--- src/sv/cicy_pkg.sv ---
package cicy_pkg;

  // Parameter defaults
  localparam int SIZE_BITS_DEF    = 32;
  localparam int METAINT_BITS_DEF = 24;

  // Fixed sizes
  localparam int META_BLOCK_UNIT = 16;
  localparam int UNIT_SHIFT      = $clog2(META_BLOCK_UNIT);
  localparam int META_REM_W      = 8 + UNIT_SHIFT;
  localparam int METAINT_REG_W   = 24;
  localparam int CFG_INDEX_W     = 2;
  localparam int CFG_DATA_W      = METAINT_REG_W;
  localparam logic [METAINT_REG_W-1:0] METAINT_RESET = 24'd8192;

  // Queue depths
  localparam int MID_DEPTH = 4;
  localparam int OUT_DEPTH = 2;

  // Register indexes
  localparam logic [CFG_INDEX_W-1:0] REG_CHUNKED_ENABLE = 2'd0;
  localparam logic [CFG_INDEX_W-1:0] REG_ICY_ENABLE     = 2'd1;
  localparam logic [CFG_INDEX_W-1:0] REG_ICY_METAINT    = 2'd2;

  // Result kinds
  localparam logic [2:0] KIND_AUDIO     = 3'd0;
  localparam logic [2:0] KIND_META      = 3'd1;
  localparam logic [2:0] KIND_META_END  = 3'd2;
  localparam logic [2:0] KIND_STREAM_END = 3'd3;
  localparam logic [2:0] KIND_ERROR     = 3'd4;

  // Error codes
  localparam logic [2:0] ERR_NONE      = 3'd0;
  localparam logic [2:0] ERR_BAD_CHAR  = 3'd1;
  localparam logic [2:0] ERR_NO_LF     = 3'd2;
  localparam logic [2:0] ERR_NO_CR     = 3'd3;
  localparam logic [2:0] ERR_OVERFLOW  = 3'd4;

  // Framing characters
  localparam logic [7:0] CHAR_CR   = 8'h0D;
  localparam logic [7:0] CHAR_LF   = 8'h0A;
  localparam logic [7:0] CHAR_SEMI = 8'h3B;

  typedef struct packed {
    logic [7:0] data_byte;
    logic       last_in_buffer;
  } in_word_t;

  typedef struct packed {
    logic [2:0] kind;
    logic [7:0] data_out;
    logic       meta_last;
    logic [2:0] error_code;
    logic       group_end;
  } out_word_t;

  // What the framing parser hands to the demuxer
  typedef enum logic [1:0] {
    OP_DEMUX,
    OP_END,
    OP_ERR
  } cicy_op_t;

  typedef struct packed {
    cicy_op_t   op;
    logic [7:0] data_byte;
    logic [2:0] error_code;
    logic       group_end;
  } mid_word_t;

  typedef struct packed {
    logic                     icy_enable;
    logic [METAINT_REG_W-1:0] metaint;
    logic                     restart;
  } icy_cfg_t;

  typedef enum logic [2:0] {
    PH_SIZE,
    PH_EXT,
    PH_SIZE_LF,
    PH_DATA,
    PH_DATA_CR,
    PH_DATA_LF
  } chunk_phase_t;

  typedef enum logic [1:0] {
    ST_RUN,
    ST_END,
    ST_ERR
  } stream_status_t;

  typedef enum logic [1:0] {
    DM_AUDIO,
    DM_LEN,
    DM_META
  } demux_phase_t;

  // {valid, value} of an ASCII hex digit
  function automatic logic [4:0] hex_decode(input logic [7:0] c);
    logic [4:0] r;
    r = '0;
    if (c inside {[8'h30:8'h39]}) begin
      r = {1'b1, 4'(c - 8'h30)};
    end else if (c inside {[8'h61:8'h66]}) begin
      r = {1'b1, 4'(c - 8'h57)};
    end else if (c inside {[8'h41:8'h46]}) begin
      r = {1'b1, 4'(c - 8'h37)};
    end
    return r;
  endfunction

endpackage

--- src/sv/cicy_fifo.sv ---
module cicy_fifo #(
  parameter int WIDTH = 8,
  parameter int DEPTH = 2
) (
  input  logic             clk,
  input  logic             rst,
  input  logic             push,
  input  logic [WIDTH-1:0] wdata,
  output logic             full,
  input  logic             pop,
  output logic [WIDTH-1:0] rdata,
  output logic             empty
);

  localparam int PTR_W = (DEPTH > 1) ? $clog2(DEPTH) : 1;
  localparam int CNT_W = $clog2(DEPTH + 1);

  logic [WIDTH-1:0] mem [DEPTH];
  logic [PTR_W-1:0] wr_ptr;
  logic [PTR_W-1:0] rd_ptr;
  logic [CNT_W-1:0] count;
  logic             do_push;
  logic             do_pop;

  assign full    = (count == CNT_W'(DEPTH));
  assign empty   = (count == '0);
  assign do_push = push && !full;
  assign do_pop  = pop && !empty;
  assign rdata   = mem[rd_ptr];

  function automatic logic [PTR_W-1:0] bump(input logic [PTR_W-1:0] p);
    return (p == PTR_W'(DEPTH - 1)) ? '0 : p + PTR_W'(1);
  endfunction

  always_ff @(posedge clk) begin
    if (rst) begin
      wr_ptr <= '0;
      rd_ptr <= '0;
      count  <= '0;
    end else begin
      if (do_push) begin
        wr_ptr <= bump(wr_ptr);
      end
      if (do_pop) begin
        rd_ptr <= bump(rd_ptr);
      end
      if (do_push && !do_pop) begin
        count <= count + CNT_W'(1);
      end else if (do_pop && !do_push) begin
        count <= count - CNT_W'(1);
      end
    end
  end

  always_ff @(posedge clk) begin
    if (do_push) begin
      mem[wr_ptr] <= wdata;
    end
  end

endmodule

--- src/sv/cicy_front.sv ---
module cicy_front #(
  parameter int SIZE_BITS = cicy_pkg::SIZE_BITS_DEF
) (
  input  logic                clk,
  input  logic                rst,
  input  logic                chunked_enable,
  input  logic                push,
  input  cicy_pkg::in_word_t  item,
  output logic                full,
  output logic                mid_push,
  output cicy_pkg::mid_word_t mid_word,
  input  logic                mid_full
);
  import cicy_pkg::*;

  chunk_phase_t         phase, phase_next;
  logic [SIZE_BITS-1:0] remaining, remaining_next;
  stream_status_t       status, status_next;
  logic [2:0]           saved_error, saved_error_next;

  logic       accept;
  logic       emit;
  logic [7:0] b;
  logic       is_cr, is_lf, is_semi;
  logic [4:0] hex;
  logic       top_nz;
  logic       rem_zero;
  logic       running;

  assign accept   = push && !mid_full;
  assign full     = mid_full;
  assign b        = item.data_byte;
  assign is_cr    = (b == CHAR_CR);
  assign is_lf    = (b == CHAR_LF);
  assign is_semi  = (b == CHAR_SEMI);
  assign hex      = hex_decode(b);
  assign top_nz   = |remaining[SIZE_BITS-1:SIZE_BITS-4];
  assign rem_zero = (remaining == '0);
  assign running  = (status == ST_RUN) && chunked_enable;

  // next phase
  always_comb begin
    phase_next = phase;
    if (running) begin
      case (phase)
        PH_SIZE: begin
          if (is_cr) begin
            phase_next = PH_SIZE_LF;
          end else if (is_semi) begin
            phase_next = PH_EXT;
          end
        end
        PH_EXT: begin
          if (is_cr) begin
            phase_next = PH_SIZE_LF;
          end
        end
        PH_SIZE_LF: begin
          if (is_lf) begin
            phase_next = PH_DATA;
          end
        end
        PH_DATA: begin
          if (!rem_zero && remaining == SIZE_BITS'(1)) begin
            phase_next = PH_DATA_CR;
          end
        end
        PH_DATA_CR: begin
          if (is_cr) begin
            phase_next = PH_DATA_LF;
          end
        end
        PH_DATA_LF: begin
          if (is_lf) begin
            phase_next = PH_SIZE;
          end
        end
        default: phase_next = PH_SIZE;
      endcase
    end
  end

  // words handed on, counter and sticky status
  always_comb begin
    emit               = 1'b0;
    mid_word.op        = OP_DEMUX;
    mid_word.data_byte = b;
    mid_word.error_code = ERR_NONE;
    mid_word.group_end = item.last_in_buffer;
    remaining_next     = remaining;
    status_next        = status;
    saved_error_next   = saved_error;
    if (status == ST_ERR) begin
      emit                = 1'b1;
      mid_word.op         = OP_ERR;
      mid_word.error_code = saved_error;
    end else if (status == ST_END) begin
      emit        = 1'b1;
      mid_word.op = OP_END;
    end else if (!chunked_enable) begin
      emit = 1'b1;
    end else begin
      case (phase)
        PH_SIZE: begin
          if (!is_cr && !is_semi) begin
            if (!hex[4]) begin
              emit                = 1'b1;
              mid_word.op         = OP_ERR;
              mid_word.error_code = ERR_BAD_CHAR;
            end else if (top_nz) begin
              emit                = 1'b1;
              mid_word.op         = OP_ERR;
              mid_word.error_code = ERR_OVERFLOW;
            end else begin
              remaining_next = {remaining[SIZE_BITS-5:0], hex[3:0]};
            end
          end
        end
        PH_SIZE_LF, PH_DATA_LF: begin
          if (!is_lf) begin
            emit                = 1'b1;
            mid_word.op         = OP_ERR;
            mid_word.error_code = ERR_NO_LF;
          end
        end
        PH_DATA: begin
          emit = 1'b1;
          if (rem_zero) begin
            mid_word.op = OP_END;
            status_next = ST_END;
          end else begin
            remaining_next = remaining - SIZE_BITS'(1);
          end
        end
        PH_DATA_CR: begin
          if (!is_cr) begin
            emit                = 1'b1;
            mid_word.op         = OP_ERR;
            mid_word.error_code = ERR_NO_CR;
          end
        end
        default: emit = 1'b0;
      endcase
      if (mid_word.op == OP_ERR) begin
        status_next      = ST_ERR;
        saved_error_next = mid_word.error_code;
      end
    end
  end

  assign mid_push = accept && emit;

  always_ff @(posedge clk) begin
    if (rst) begin
      phase       <= PH_SIZE;
      remaining   <= '0;
      status      <= ST_RUN;
      saved_error <= ERR_NONE;
    end else if (accept) begin
      phase       <= phase_next;
      remaining   <= remaining_next;
      status      <= status_next;
      saved_error <= saved_error_next;
    end
  end

endmodule

--- src/sv/cicy_back.sv ---
module cicy_back #(
  parameter int METAINT_BITS = cicy_pkg::METAINT_BITS_DEF
) (
  input  logic                clk,
  input  logic                rst,
  input  cicy_pkg::icy_cfg_t  cfg,
  input  logic                mid_empty,
  input  cicy_pkg::mid_word_t mid_word,
  output logic                mid_pop,
  input  logic                out_full,
  output logic                out_push,
  output cicy_pkg::out_word_t out_word
);
  import cicy_pkg::*;

  demux_phase_t            phase, phase_next;
  logic [METAINT_BITS-1:0] audio_rem, audio_rem_next;
  logic [META_REM_W-1:0]   meta_rem, meta_rem_next;

  logic                    take;
  logic                    emit;
  logic [7:0]              b;
  logic [METAINT_BITS-1:0] audio_dec;
  logic [META_REM_W-1:0]   meta_dec;
  logic                    closes;
  logic                    demuxing;

  function automatic logic [METAINT_BITS-1:0] metaint_load(
    input logic [METAINT_REG_W-1:0] m
  );
    logic [METAINT_BITS-1:0] v;
    v = METAINT_BITS'(m);
    return (v == '0) ? METAINT_BITS'(1) : v;
  endfunction

  assign take      = !mid_empty && !out_full;
  assign mid_pop   = take;
  assign b         = mid_word.data_byte;
  assign audio_dec = audio_rem - METAINT_BITS'(1);
  assign meta_dec  = meta_rem - META_REM_W'(1);
  assign closes    = (meta_dec == '0);
  assign demuxing  = (mid_word.op == OP_DEMUX) && cfg.icy_enable;

  // next state
  always_comb begin
    phase_next     = phase;
    audio_rem_next = audio_rem;
    meta_rem_next  = meta_rem;
    if (demuxing) begin
      case (phase)
        DM_AUDIO: begin
          audio_rem_next = audio_dec;
          if (audio_dec == '0) begin
            phase_next = DM_LEN;
          end
        end
        DM_LEN: begin
          if (b == 8'h00) begin
            phase_next     = DM_AUDIO;
            audio_rem_next = metaint_load(cfg.metaint);
          end else begin
            meta_rem_next = {b, UNIT_SHIFT'(0)};
            phase_next    = DM_META;
          end
        end
        DM_META: begin
          meta_rem_next = meta_dec;
          if (closes) begin
            phase_next     = DM_AUDIO;
            audio_rem_next = metaint_load(cfg.metaint);
          end
        end
        default: phase_next = DM_AUDIO;
      endcase
    end
  end

  // result word
  always_comb begin
    emit                = 1'b0;
    out_word.kind       = KIND_AUDIO;
    out_word.data_out   = 8'h00;
    out_word.meta_last  = 1'b0;
    out_word.error_code = ERR_NONE;
    out_word.group_end  = mid_word.group_end;
    case (mid_word.op)
      OP_ERR: begin
        emit                = 1'b1;
        out_word.kind       = KIND_ERROR;
        out_word.error_code = mid_word.error_code;
      end
      OP_END: begin
        emit          = 1'b1;
        out_word.kind = KIND_STREAM_END;
      end
      OP_DEMUX: begin
        if (!cfg.icy_enable || phase == DM_AUDIO) begin
          emit              = 1'b1;
          out_word.data_out = b;
        end else if (phase == DM_META) begin
          if (b != 8'h00) begin
            emit               = 1'b1;
            out_word.kind      = KIND_META;
            out_word.data_out  = b;
            out_word.meta_last = closes;
          end else if (closes) begin
            emit          = 1'b1;
            out_word.kind = KIND_META_END;
          end
        end
      end
      default: emit = 1'b0;
    endcase
  end

  assign out_push = take && emit;

  always_ff @(posedge clk) begin
    if (rst) begin
      phase     <= DM_AUDIO;
      audio_rem <= metaint_load(METAINT_RESET);
      meta_rem  <= '0;
    end else if (cfg.restart) begin
      phase     <= DM_AUDIO;
      audio_rem <= metaint_load(cfg.metaint);
      meta_rem  <= '0;
    end else if (take) begin
      phase     <= phase_next;
      audio_rem <= audio_rem_next;
      meta_rem  <= meta_rem_next;
    end
  end

endmodule

--- src/sv/chunked_icy_stream_demuxer_core.sv ---
// Path: framing is combinational into the middle queue and the demux stage
//   writes the result queue, so a word passes through both queues before it
//   reaches the result ports, where pop takes it.
// Throughput: one input word per cycle, sustained, while pop keeps up; bytes
//   that make no result (framing, length, inner null bytes) still take a slot.
// Reset: rst is synchronous, active high; it empties both queues, returns the
//   parser to size reading, clears sticky status and loads metaint = 8192.
module chunked_icy_stream_demuxer_core #(
  parameter int SIZE_BITS    = cicy_pkg::SIZE_BITS_DEF,
  parameter int METAINT_BITS = cicy_pkg::METAINT_BITS_DEF
) (
  input  logic                             clk,
  input  logic                             rst,
  // configuration write port
  input  logic                             cfg_write,
  input  logic [cicy_pkg::CFG_INDEX_W-1:0] cfg_index,
  input  logic [cicy_pkg::CFG_DATA_W-1:0]  cfg_data,
  // input queue side
  input  logic                             push,
  input  cicy_pkg::in_word_t               item,
  output logic                             full,
  // result queue side
  output logic                             empty,
  input  logic                             pop,
  output cicy_pkg::out_word_t              result
);
  import cicy_pkg::*;

  // Configuration registers
  logic                     chunked_enable;
  logic                     icy_enable;
  logic [METAINT_REG_W-1:0] metaint_cfg;
  icy_cfg_t                 icy_cfg;

  // Front -> mid queue -> back
  logic      mid_push, mid_full, mid_pop, mid_empty;
  mid_word_t mid_in, mid_out;

  // Back -> result queue
  logic      out_push, out_full;
  out_word_t out_in;

  // Register writes. A metaint write also restarts the demuxer in audio
  // phase; enable writes touch nothing else. Unknown indexes are dropped.
  always_ff @(posedge clk) begin
    if (rst) begin
      chunked_enable <= 1'b0;
      icy_enable     <= 1'b0;
      metaint_cfg    <= METAINT_RESET;
    end else if (cfg_write) begin
      case (cfg_index)
        REG_CHUNKED_ENABLE: chunked_enable <= cfg_data[0];
        REG_ICY_ENABLE:     icy_enable     <= cfg_data[0];
        REG_ICY_METAINT:    metaint_cfg    <= cfg_data[METAINT_REG_W-1:0];
        default:            ;
      endcase
    end
  end

  // The restart pulse carries the freshly written value straight through so
  // the demuxer reloads in the same edge as the register.
  assign icy_cfg.icy_enable = icy_enable;
  assign icy_cfg.restart    = cfg_write && (cfg_index == REG_ICY_METAINT);
  assign icy_cfg.metaint    = icy_cfg.restart ? cfg_data[METAINT_REG_W-1:0]
                                              : metaint_cfg;

  // Front: chunked framing parser, sticky end / error. Drops framing bytes,
  // forwards data bytes and status words.
  cicy_front #(
    .SIZE_BITS (SIZE_BITS)
  ) u_front (
    .clk            (clk),
    .rst            (rst),
    .chunked_enable (chunked_enable),
    .push           (push),
    .item           (item),
    .full           (full),
    .mid_push       (mid_push),
    .mid_word       (mid_in),
    .mid_full       (mid_full)
  );

  // Short queue decoupling parser from demuxer
  cicy_fifo #(
    .WIDTH ($bits(mid_word_t)),
    .DEPTH (MID_DEPTH)
  ) u_mid_q (
    .clk   (clk),
    .rst   (rst),
    .push  (mid_push),
    .wdata (mid_in),
    .full  (mid_full),
    .pop   (mid_pop),
    .rdata (mid_out),
    .empty (mid_empty)
  );

  // Back: ICY audio / metadata split, builds result words
  cicy_back #(
    .METAINT_BITS (METAINT_BITS)
  ) u_back (
    .clk       (clk),
    .rst       (rst),
    .cfg       (icy_cfg),
    .mid_empty (mid_empty),
    .mid_word  (mid_out),
    .mid_pop   (mid_pop),
    .out_full  (out_full),
    .out_push  (out_push),
    .out_word  (out_in)
  );

  // Result queue: holds finished words while the consumer stalls
  cicy_fifo #(
    .WIDTH ($bits(out_word_t)),
    .DEPTH (OUT_DEPTH)
  ) u_out_q (
    .clk   (clk),
    .rst   (rst),
    .push  (out_push),
    .wdata (out_in),
    .full  (out_full),
    .pop   (pop),
    .rdata (result),
    .empty (empty)
  );

endmodule

--- config.mk ---
export PLATFORM = sky130hd
export DESIGN_NAME = chunked_icy_stream_demuxer_core
export DESIGN_NICKNAME = d
export VERILOG_FILES = /design/src/sv/cicy_pkg.sv /design/src/sv/cicy_fifo.sv /design/src/sv/cicy_front.sv /design/src/sv/cicy_back.sv /design/src/sv/chunked_icy_stream_demuxer_core.sv
export SDC_FILE = /design/constraint.sdc
export NUM_CORES = 1
export LEC_CHECK = 0
export ABC_CLOCK_PERIOD_IN_PS = 4500
export BUFFER_PORTS_ARGS = -buffer_cell sky130_fd_sc_hd__buf_4
export CORE_MARGIN = 2
export CORE_UTILIZATION = 45
export DETAILED_ROUTE_END_ITERATION = 10
export SETUP_SLACK_MARGIN = 0.3
export SKIP_LAST_GASP = 1
export SLEW_MARGIN = 5
export SYNTH_ARGS = -nofsm -noshare
export SYNTH_HDL_FRONTEND = slang
export SYNTH_SLANG_ARGS = --single-unit
--- constraint.sdc ---
create_clock -name clk -period 4.5 [get_ports clk]
set_clock_uncertainty 0.15 [all_clocks]
set_input_delay 0.9 -clock clk [delete_from_list [all_inputs] [get_ports clk]]
set_output_delay 0.9 -clock clk [all_outputs]
set_load 0.01 [all_outputs]
==> flow_summary_export.csv, run 1 <==
group,metric,value,unit
clock_tree,postCtsSetupBuffers,0,
detailed_routing,drt_iter0_drc,665,
detailed_routing,wl_per_cell,17.8,µm
power,sw_frac_of_total,0.284,
setup_path,path_max_fanout,11,
place,place.gp.congestion,0.794,
detailed_routing,antenna_left,0,
clock_tree,cts_hold_buf,0,
global_route,grt_usage,0.210,
synth,synth.mux.area_fraction,0.0708,
setup_path,crit_arrival,4.00,ns
detailed_routing,dr.pass1.iters,5,
synth,syn_nets,1219,
clock_tree,clk_pin_slew,0.06,ns
setup_path,cp_data_required_time,4.79,ns
setup_path,rrSetupSlack,0.79,ns
die,die_area,25300,µm²
die,core_area,23500,µm²
detailed_routing,via_count,8832,
power,p_comb_frac,0.243,
timing,hold_ws,0.316,ns
worst_hold_path,min_from,"u_front.saved_error[1]$_SDFFE_PP0P_",
synth,synthAdderAreaFrac,0.0319,
synth,synth_xor_area_frac,0.0105,
timing,slew-limit-headroom,0.404,
finish,final_cell_mix,"nand2_1, dfxtp_1, nor2_1",
worst_hold_path,hold_depth,2,
synth,async_flop_share,0,
timing,grt_setup_unrepaired,"false",
synth,syn_area,10800,µm²
timing,tightest_slew,0.893,ns
synth,synth_compound_area_frac,0.181,
global_route,grt_pass1_wl,44200,µm
power,p_int,4180,µW
place,dp_hpwl,18400,µm
finish,num_antenna_cells,0,
outcome,status,"finished clean",
power,power_frac_clock,0.356,
setup_path,start_kind,"flop",
global_route,grt_antenna_before_repair,0,
finish,final_layout_size_suffix_gt1_frac,0.141,
synth,synth-edff-count,88,
die,die_y,159,µm
global_route,use_met1,0.295,
global_route,grt_overflow_total,0,
synth,yosysWarnings,0,
clock_tree,clk_latency,0.52,ns
global_route,use_met3,0.0313,
timing,drv_slew,0,
detailed_routing,drc,0,
place,dp.cells,1478,
die,die_w,159,µm
run,cap_violations,0,
synth,synth_area_per_cell,9.41,µm²
synth,synth-seq-area-share,0.462,
synth,yosys.area_share.simple,0.201,
power,switchingPower,1660,µW
clock_tree,h-tree-depth,1,
global_route,busiest_layer,"met2",
clock_tree,max-clock-path-buffers,3,
synth,synth_ff_type,"dfxtp_1",
die,rows,56,
synth,synth_top_family_by_area,"simple AND/OR/NAND/NOR gates",
place,numPortBuffers,57,
synth,synth_cell_types,81,
setup_path,reg2reg_from,"u_back.meta_rem[0]$_SDFFE_PP0P_",
timing,setup_violations,0,
power,p_seq_frac,0.401,
global_route,grt_max_degree,71,
power,p_leak,0.00445,µW
clock_tree,cts.sinks,206,
die,start_util,0.460,
worst_hold_path,holdPathEnd,"u_front.saved_error[1]$_SDFFE_PP0P_",
finish,fill_cells,2230,
finish,instances_no_fill,1522,
timing,setup_tns,0,ns
power,powerDensity,473,nW/µm²
clock_tree,root_buffer,"clkbuf_16",
clock_tree,cts_resized,0,
global_route,grt_pass1_vias,8412,
timing,hold_viol,0,
timing,max_freq,270,MHz
detailed_routing,vias_per_cell,5.80,
detailed_routing,routed_wl,27100,µm
power,peakVddDrop,0.348,mV
die,num_io_pins,58,
setup_path,reg2regPathDepth,11,
finish,nets,1252,
setup_path,setup.worst_path.class,"reg -> reg",
finish,syn_to_final_growth,14.0,%
setup_path,critPathCaptureType,"flop",
worst_hold_path,holdCritPathClass,"reg -> reg",
timing,period_share,0.824,
synth,synth-seq-cells,206,
timing,layout_min_cycle_time,3.71,ns
synth,syn_inst,1152,
global_route,grt_use_met2,0.342,
clock_tree,cts_tree,"yes",
clock_tree,numCtsBuffers,24,
setup_path,r2r-end,"u_out_q.count[1]$_SDFFE_PP0P_",
finish,final_common_cell,"nand2_1",
-- Yosys cell counts, drive strengths merged (21+ instances only) --
library cell  instances  share of area
nor4                 30          0.020
dfxtp               118           0.22
buf                  21          0.013
nand3                25          0.012
edfxtp               88           0.24
a21oi                95          0.044
o21ai                78          0.036
nor3                 39          0.018
clkbuf               53          0.018
nor2                113          0.039
nand2               120          0.042
inv                  33          0.011
ha                   26          0.030
-- flip-flops by register name, indices dropped and copies added (netlist names), 2 cells and up, named ones only --
| name | count |
|---|---|
| u_mid_q.mem | 56 |
| u_front.remaining | 32 |
| u_out_q.mem | 32 |
| metaint_cfg | 24 |
| u_back.audio_rem | 24 |
| u_back.meta_rem | 12 |
| u_front.phase | 3 |
| u_front.saved_error | 3 |
| u_mid_q.count | 3 |
| u_back.phase | 2 |
| u_front.status | 2 |
| u_mid_q.rd_ptr | 2 |
| u_mid_q.wr_ptr | 2 |
| u_out_q.count | 2 |
-- critical path, cell delays in order, from the launching register on --
cell,delay [ns]
dfxtp_1,0.40
inv_1,0.09
ha_1,0.32
nor3b_1,0.50
nand3_1,0.16
xor2_1,0.23
o2111ai_1,0.41
a31oi_1,0.32
o21a_1,0.25
ha_1,0.29
or3_1,0.37
a21oi_1,0.14
-- cell type report --
| cell class | count | area, µm² | share of cell area |
|---|---|---|---|
| clock inverters | 11 | 153 | 0.0123 |
| clock buffers | 33 | 697 | 0.0564 |
| repair buffers | 81 | 608 | 0.0492 |
| well taps | 319 | 399 | 0.0323 |
| flip-flops and latches | 206 | 5000 | 0.405 |
| multi-input cells | 839 | 5380 | 0.435 |
| inverters | 33 | 124 | 0.0100 |
-- layer usage --
| metal | wire (µm) | vias to the layer above |
|---|---|---|
| li1 | - | 4367 |
| met1 | 12700 | 4247 |
| met2 | 12600 | 173 |
| met3 | 1130 | 45 |
| met4 | 630 | 0 |
| met5 | 0 | - |
-- per-stage QoR --
step | area (µm²) | util | total power [µW] | setup WS [ns]
global route | 12400 | 0.525 | 6120 | 0.495
global placement | 11500 | 0.489 | 3800 | 0.426
finish | 12400 | 0.525 | 5840 | 0.790
floorplan | 10800 | - | 3320 | 0.659
CTS | 12400 | 0.525 | 5900 | 0.804
detailed placement | 11500 | 0.489 | 3810 | 0.397
-- power by group through the flow --
stage	registers [µW]	logic, µW	clock network, µW
finish	2350	1420	2080
global route	2380	1550	2190
CTS	2350	1440	2110
detailed placement	2390	1430	0
global placement	2380	1420	0
floorplan	2340	976	0
-- how the worst max path moves through the flow --
| stage | start | endpoint | slack (ns) | cells past startpoint |
|---|---|---|---|---|
| detailed placement | item[5] | u_mid_q.count[2]$_SDFFE_PP0P_ | 0.40 | 13 |
| global route | u_back.meta_rem[1]$_SDFFE_PP0P_ | u_out_q.count[1]$_SDFFE_PP0P_ | 0.49 | 11 |
| CTS | u_back.meta_rem[0]$_SDFFE_PP0P_ | u_out_q.count[1]$_SDFFE_PP0P_ | 0.80 | 11 |
| global placement | item[5] | u_mid_q.count[2]$_SDFFE_PP0P_ | 0.43 | 13 |
| floorplan | item[5] | u_mid_q.count[2]$_SDFFE_PP0P_ | 0.66 | 12 |
| finish | u_back.meta_rem[0]$_SDFFE_PP0P_ | u_out_q.count[1]$_SDFFE_PP0P_ | 0.79 | 11 |
-- cells by family after synthesis --
family | Yosys count
simple gates | 434
buf+inv | 107
xor+xnor | 13
mux | 54
fa+ha+maj | 27
flops | 206
compound gates | 311
No activity file was read; power rests on OpenSTA's default activity.
==> inputs of run 2 (changes only) <==
- ABC_CLOCK_PERIOD_IN_PS: 4500 -> 3900
- clock period: 4.5 -> 3.9 ns (I/O delays scaled with it)
==> run 2 against run 1 <==
Net effect:
- critical path depth down 2
- count of clock-buffer cells in the layout fell by 5
- flip-flop and latch count stayed put
- largest power group unchanged
- routed wire length rose by 0.79%
- hold slack improved by 0.0027 ns
- sequential power is 16% higher
==> flow_summary_export.csv, run 2 (same netlist as run 1, synthesis figures left out) <==
group,metric,value,unit
detailed_routing,drc,0,
clock_tree,max-clock-path-buffers,3,
clock_tree,root_buffer,"clkbuf_16",
place,dp_hpwl,19000,µm
detailed_routing,via_count,8894,
timing,setup_tns,0,ns
finish,reg_top3,"u_mid_q.mem x56, u_front.remaining x32, u_out_q.mem x32",
detailed_routing,wl_per_cell,17.8,µm
timing,max_freq,298,MHz
clock_tree,postCtsSetupBuffers,0,
setup_path,cp_data_required_time,4.19,ns
power,powerDensity,532,nW/µm²
worst_hold_path,min_from,"item[0]",
timing,tightest_slew,0.820,ns
global_route,grt_pass1_vias,8557,
timing,grt_setup_unrepaired,"true",
global_route,grt_usage,0.212,
clock_tree,clk_pin_slew,0.06,ns
die,rows,56,
worst_hold_path,holdPathEnd,"u_mid_q.mem[2][0]$_DFFE_PP_",
finish,regMostFlops,"u_mid_q.mem",
setup_path,start_kind,"flop",
setup_path,crit_arrival,3.65,ns
finish,syn_to_final_growth,14.8,%
timing,layout_min_cycle_time,3.36,ns
power,p_leak,0.00448,µW
detailed_routing,antenna_left,0,
setup_path,rrSetupSlack,0.54,ns
finish,largest_register_ffs,56,
run,cap_violations,0,
finish,num_antenna_cells,0,
global_route,grt_overflow_total,0,
place,place.gp.congestion,0.840,
die,die_y,159,µm
die,num_io_pins,58,
die,core_area,23500,µm²
outcome,status,"finished clean",
die,die_area,25300,µm²
timing,drv_slew,0,
place,numPortBuffers,57,
timing,period_share,0.861,
detailed_routing,drt_iter0_drc,663,
global_route,grt_max_degree,56,
die,start_util,0.460,
finish,nets,1268,
clock_tree,h-tree-depth,1,
setup_path,r2r-end,"u_back.audio_rem[14]$_SDFFE_PP0P_",
detailed_routing,dr.pass1.iters,5,
timing,slew-limit-headroom,0.451,
global_route,grt_pass1_wl,44800,µm
worst_hold_path,hold_depth,1,
detailed_routing,vias_per_cell,5.79,
setup_path,reg2regPathDepth,9,
finish,utilization,0.529,
setup_path,setup.worst_path.class,"reg -> reg",
clock_tree,cts_tree,"yes",
timing,setup_violations,0,
clock_tree,clk_latency,0.51,ns
global_route,grt_antenna_before_repair,0,
clock_tree,cts.sinks,206,
finish,final_layout_size_suffix_gt1_frac,0.155,
die,die_w,159,µm
detailed_routing,routed_wl,27300,µm
setup_path,path_max_fanout,15,
clock_tree,numCtsBuffers,23,
finish,final_common_cell,"nand2_1",
finish,final_cell_mix,"nand2_1, dfxtp_1, nor2_1",
timing,hold_viol,0,
worst_hold_path,holdCritPathClass,"in -> reg",
setup_path,critPathCaptureType,"flop",
power,peakVddDrop,0.390,mV
[run 2: cell count changes in the layout (fill, tap and decap cells not counted), moves of 2 or more]
cell,previous run,this run
clkinv_2,4,2
clkbuf_16,26,23
buf_4,81,98
clkinvlp_4,0,5
nor2b_1,15,13
clkbuf_8,2,0
nor2b_2,0,2
[run 2: layout make-up]
| cell class | instances | area [µm²] |
|---|---|---|
| fillers | 2197 | 11100 |
| multi-input cells | 839 | 5400 |
| flip-flops and latches | 206 | 5010 |
| clock inverters | 14 | 184 |
| clock buffers | 28 | 594 |
| repair buffers | 98 | 736 |
| inverters | 33 | 124 |
| well taps | 319 | 399 |
[run 2: power breakdown]
part	internal (µW)	switching [µW]
combinational	774	897
clock	1350	878
sequential	2580	144
[run 2: worst max path at each step]
stage / start / endpoint
global route: u_back.meta_rem[1]$_SDFFE_PP0P_ / u_out_q.count[1]$_SDFFE_PP0P_
detailed placement: item[2] / u_mid_q.count[2]$_SDFFE_PP0P_
finish: flop / u_back.audio_rem[14]$_SDFFE_PP0P_
global placement: item[2] / u_mid_q.count[2]$_SDFFE_PP0P_
floorplan: item[2] / u_mid_q.count[2]$_SDFFE_PP0P_
CTS: flop / u_back.audio_rem[13]$_SDFFE_PP1P_
[run 2: stage by stage]
stage	hold slack (ns)	area, µm²	setup WS, ns	total power, µW	instances
final	0.319	12400	0.541	6630	1537
after global routing	0.306	12400	0.296	6960	1537
after global placement	0.301	11700	0.0922	4420	1495
after detailed placement	0.307	11700	0.0584	4450	1495
after CTS	0.305	12400	0.423	6700	1537
after floorplan	0.285	10900	0.283	3830	1152
[run 2: worst max-delay path, stage by stage, from the launching register on]
cell,delay (ns)
dfxtp_1,0.41
buf_4,0.24
mux4_1,0.69
nor4_2,0.32
a21oi_1,0.13
or3_4,0.44
a21o_1,0.28
buf_4,0.24
a21oi_1,0.18
o221a_1,0.20
[run 2: metal layers]
| metal | global-route usage | vias to the layer above | routed length [µm] |
|---|---|---|---|
| met1 | 0.305 | 4265 | 13100 |
| met3 | 0.0276 | 42 | 1100 |
| li1 | - | 4395 | - |
| met4 | 0.0459 | 0 | 522 |
| met5 | 0 | - | 0 |
| met2 | 0.345 | 192 | 12600 |
[run 2: repair_timing]
item	4_1_cts	5_1_grt
hold buffers	0	0
gates resized for setup	0	3
setup endpoints to repair	0	9
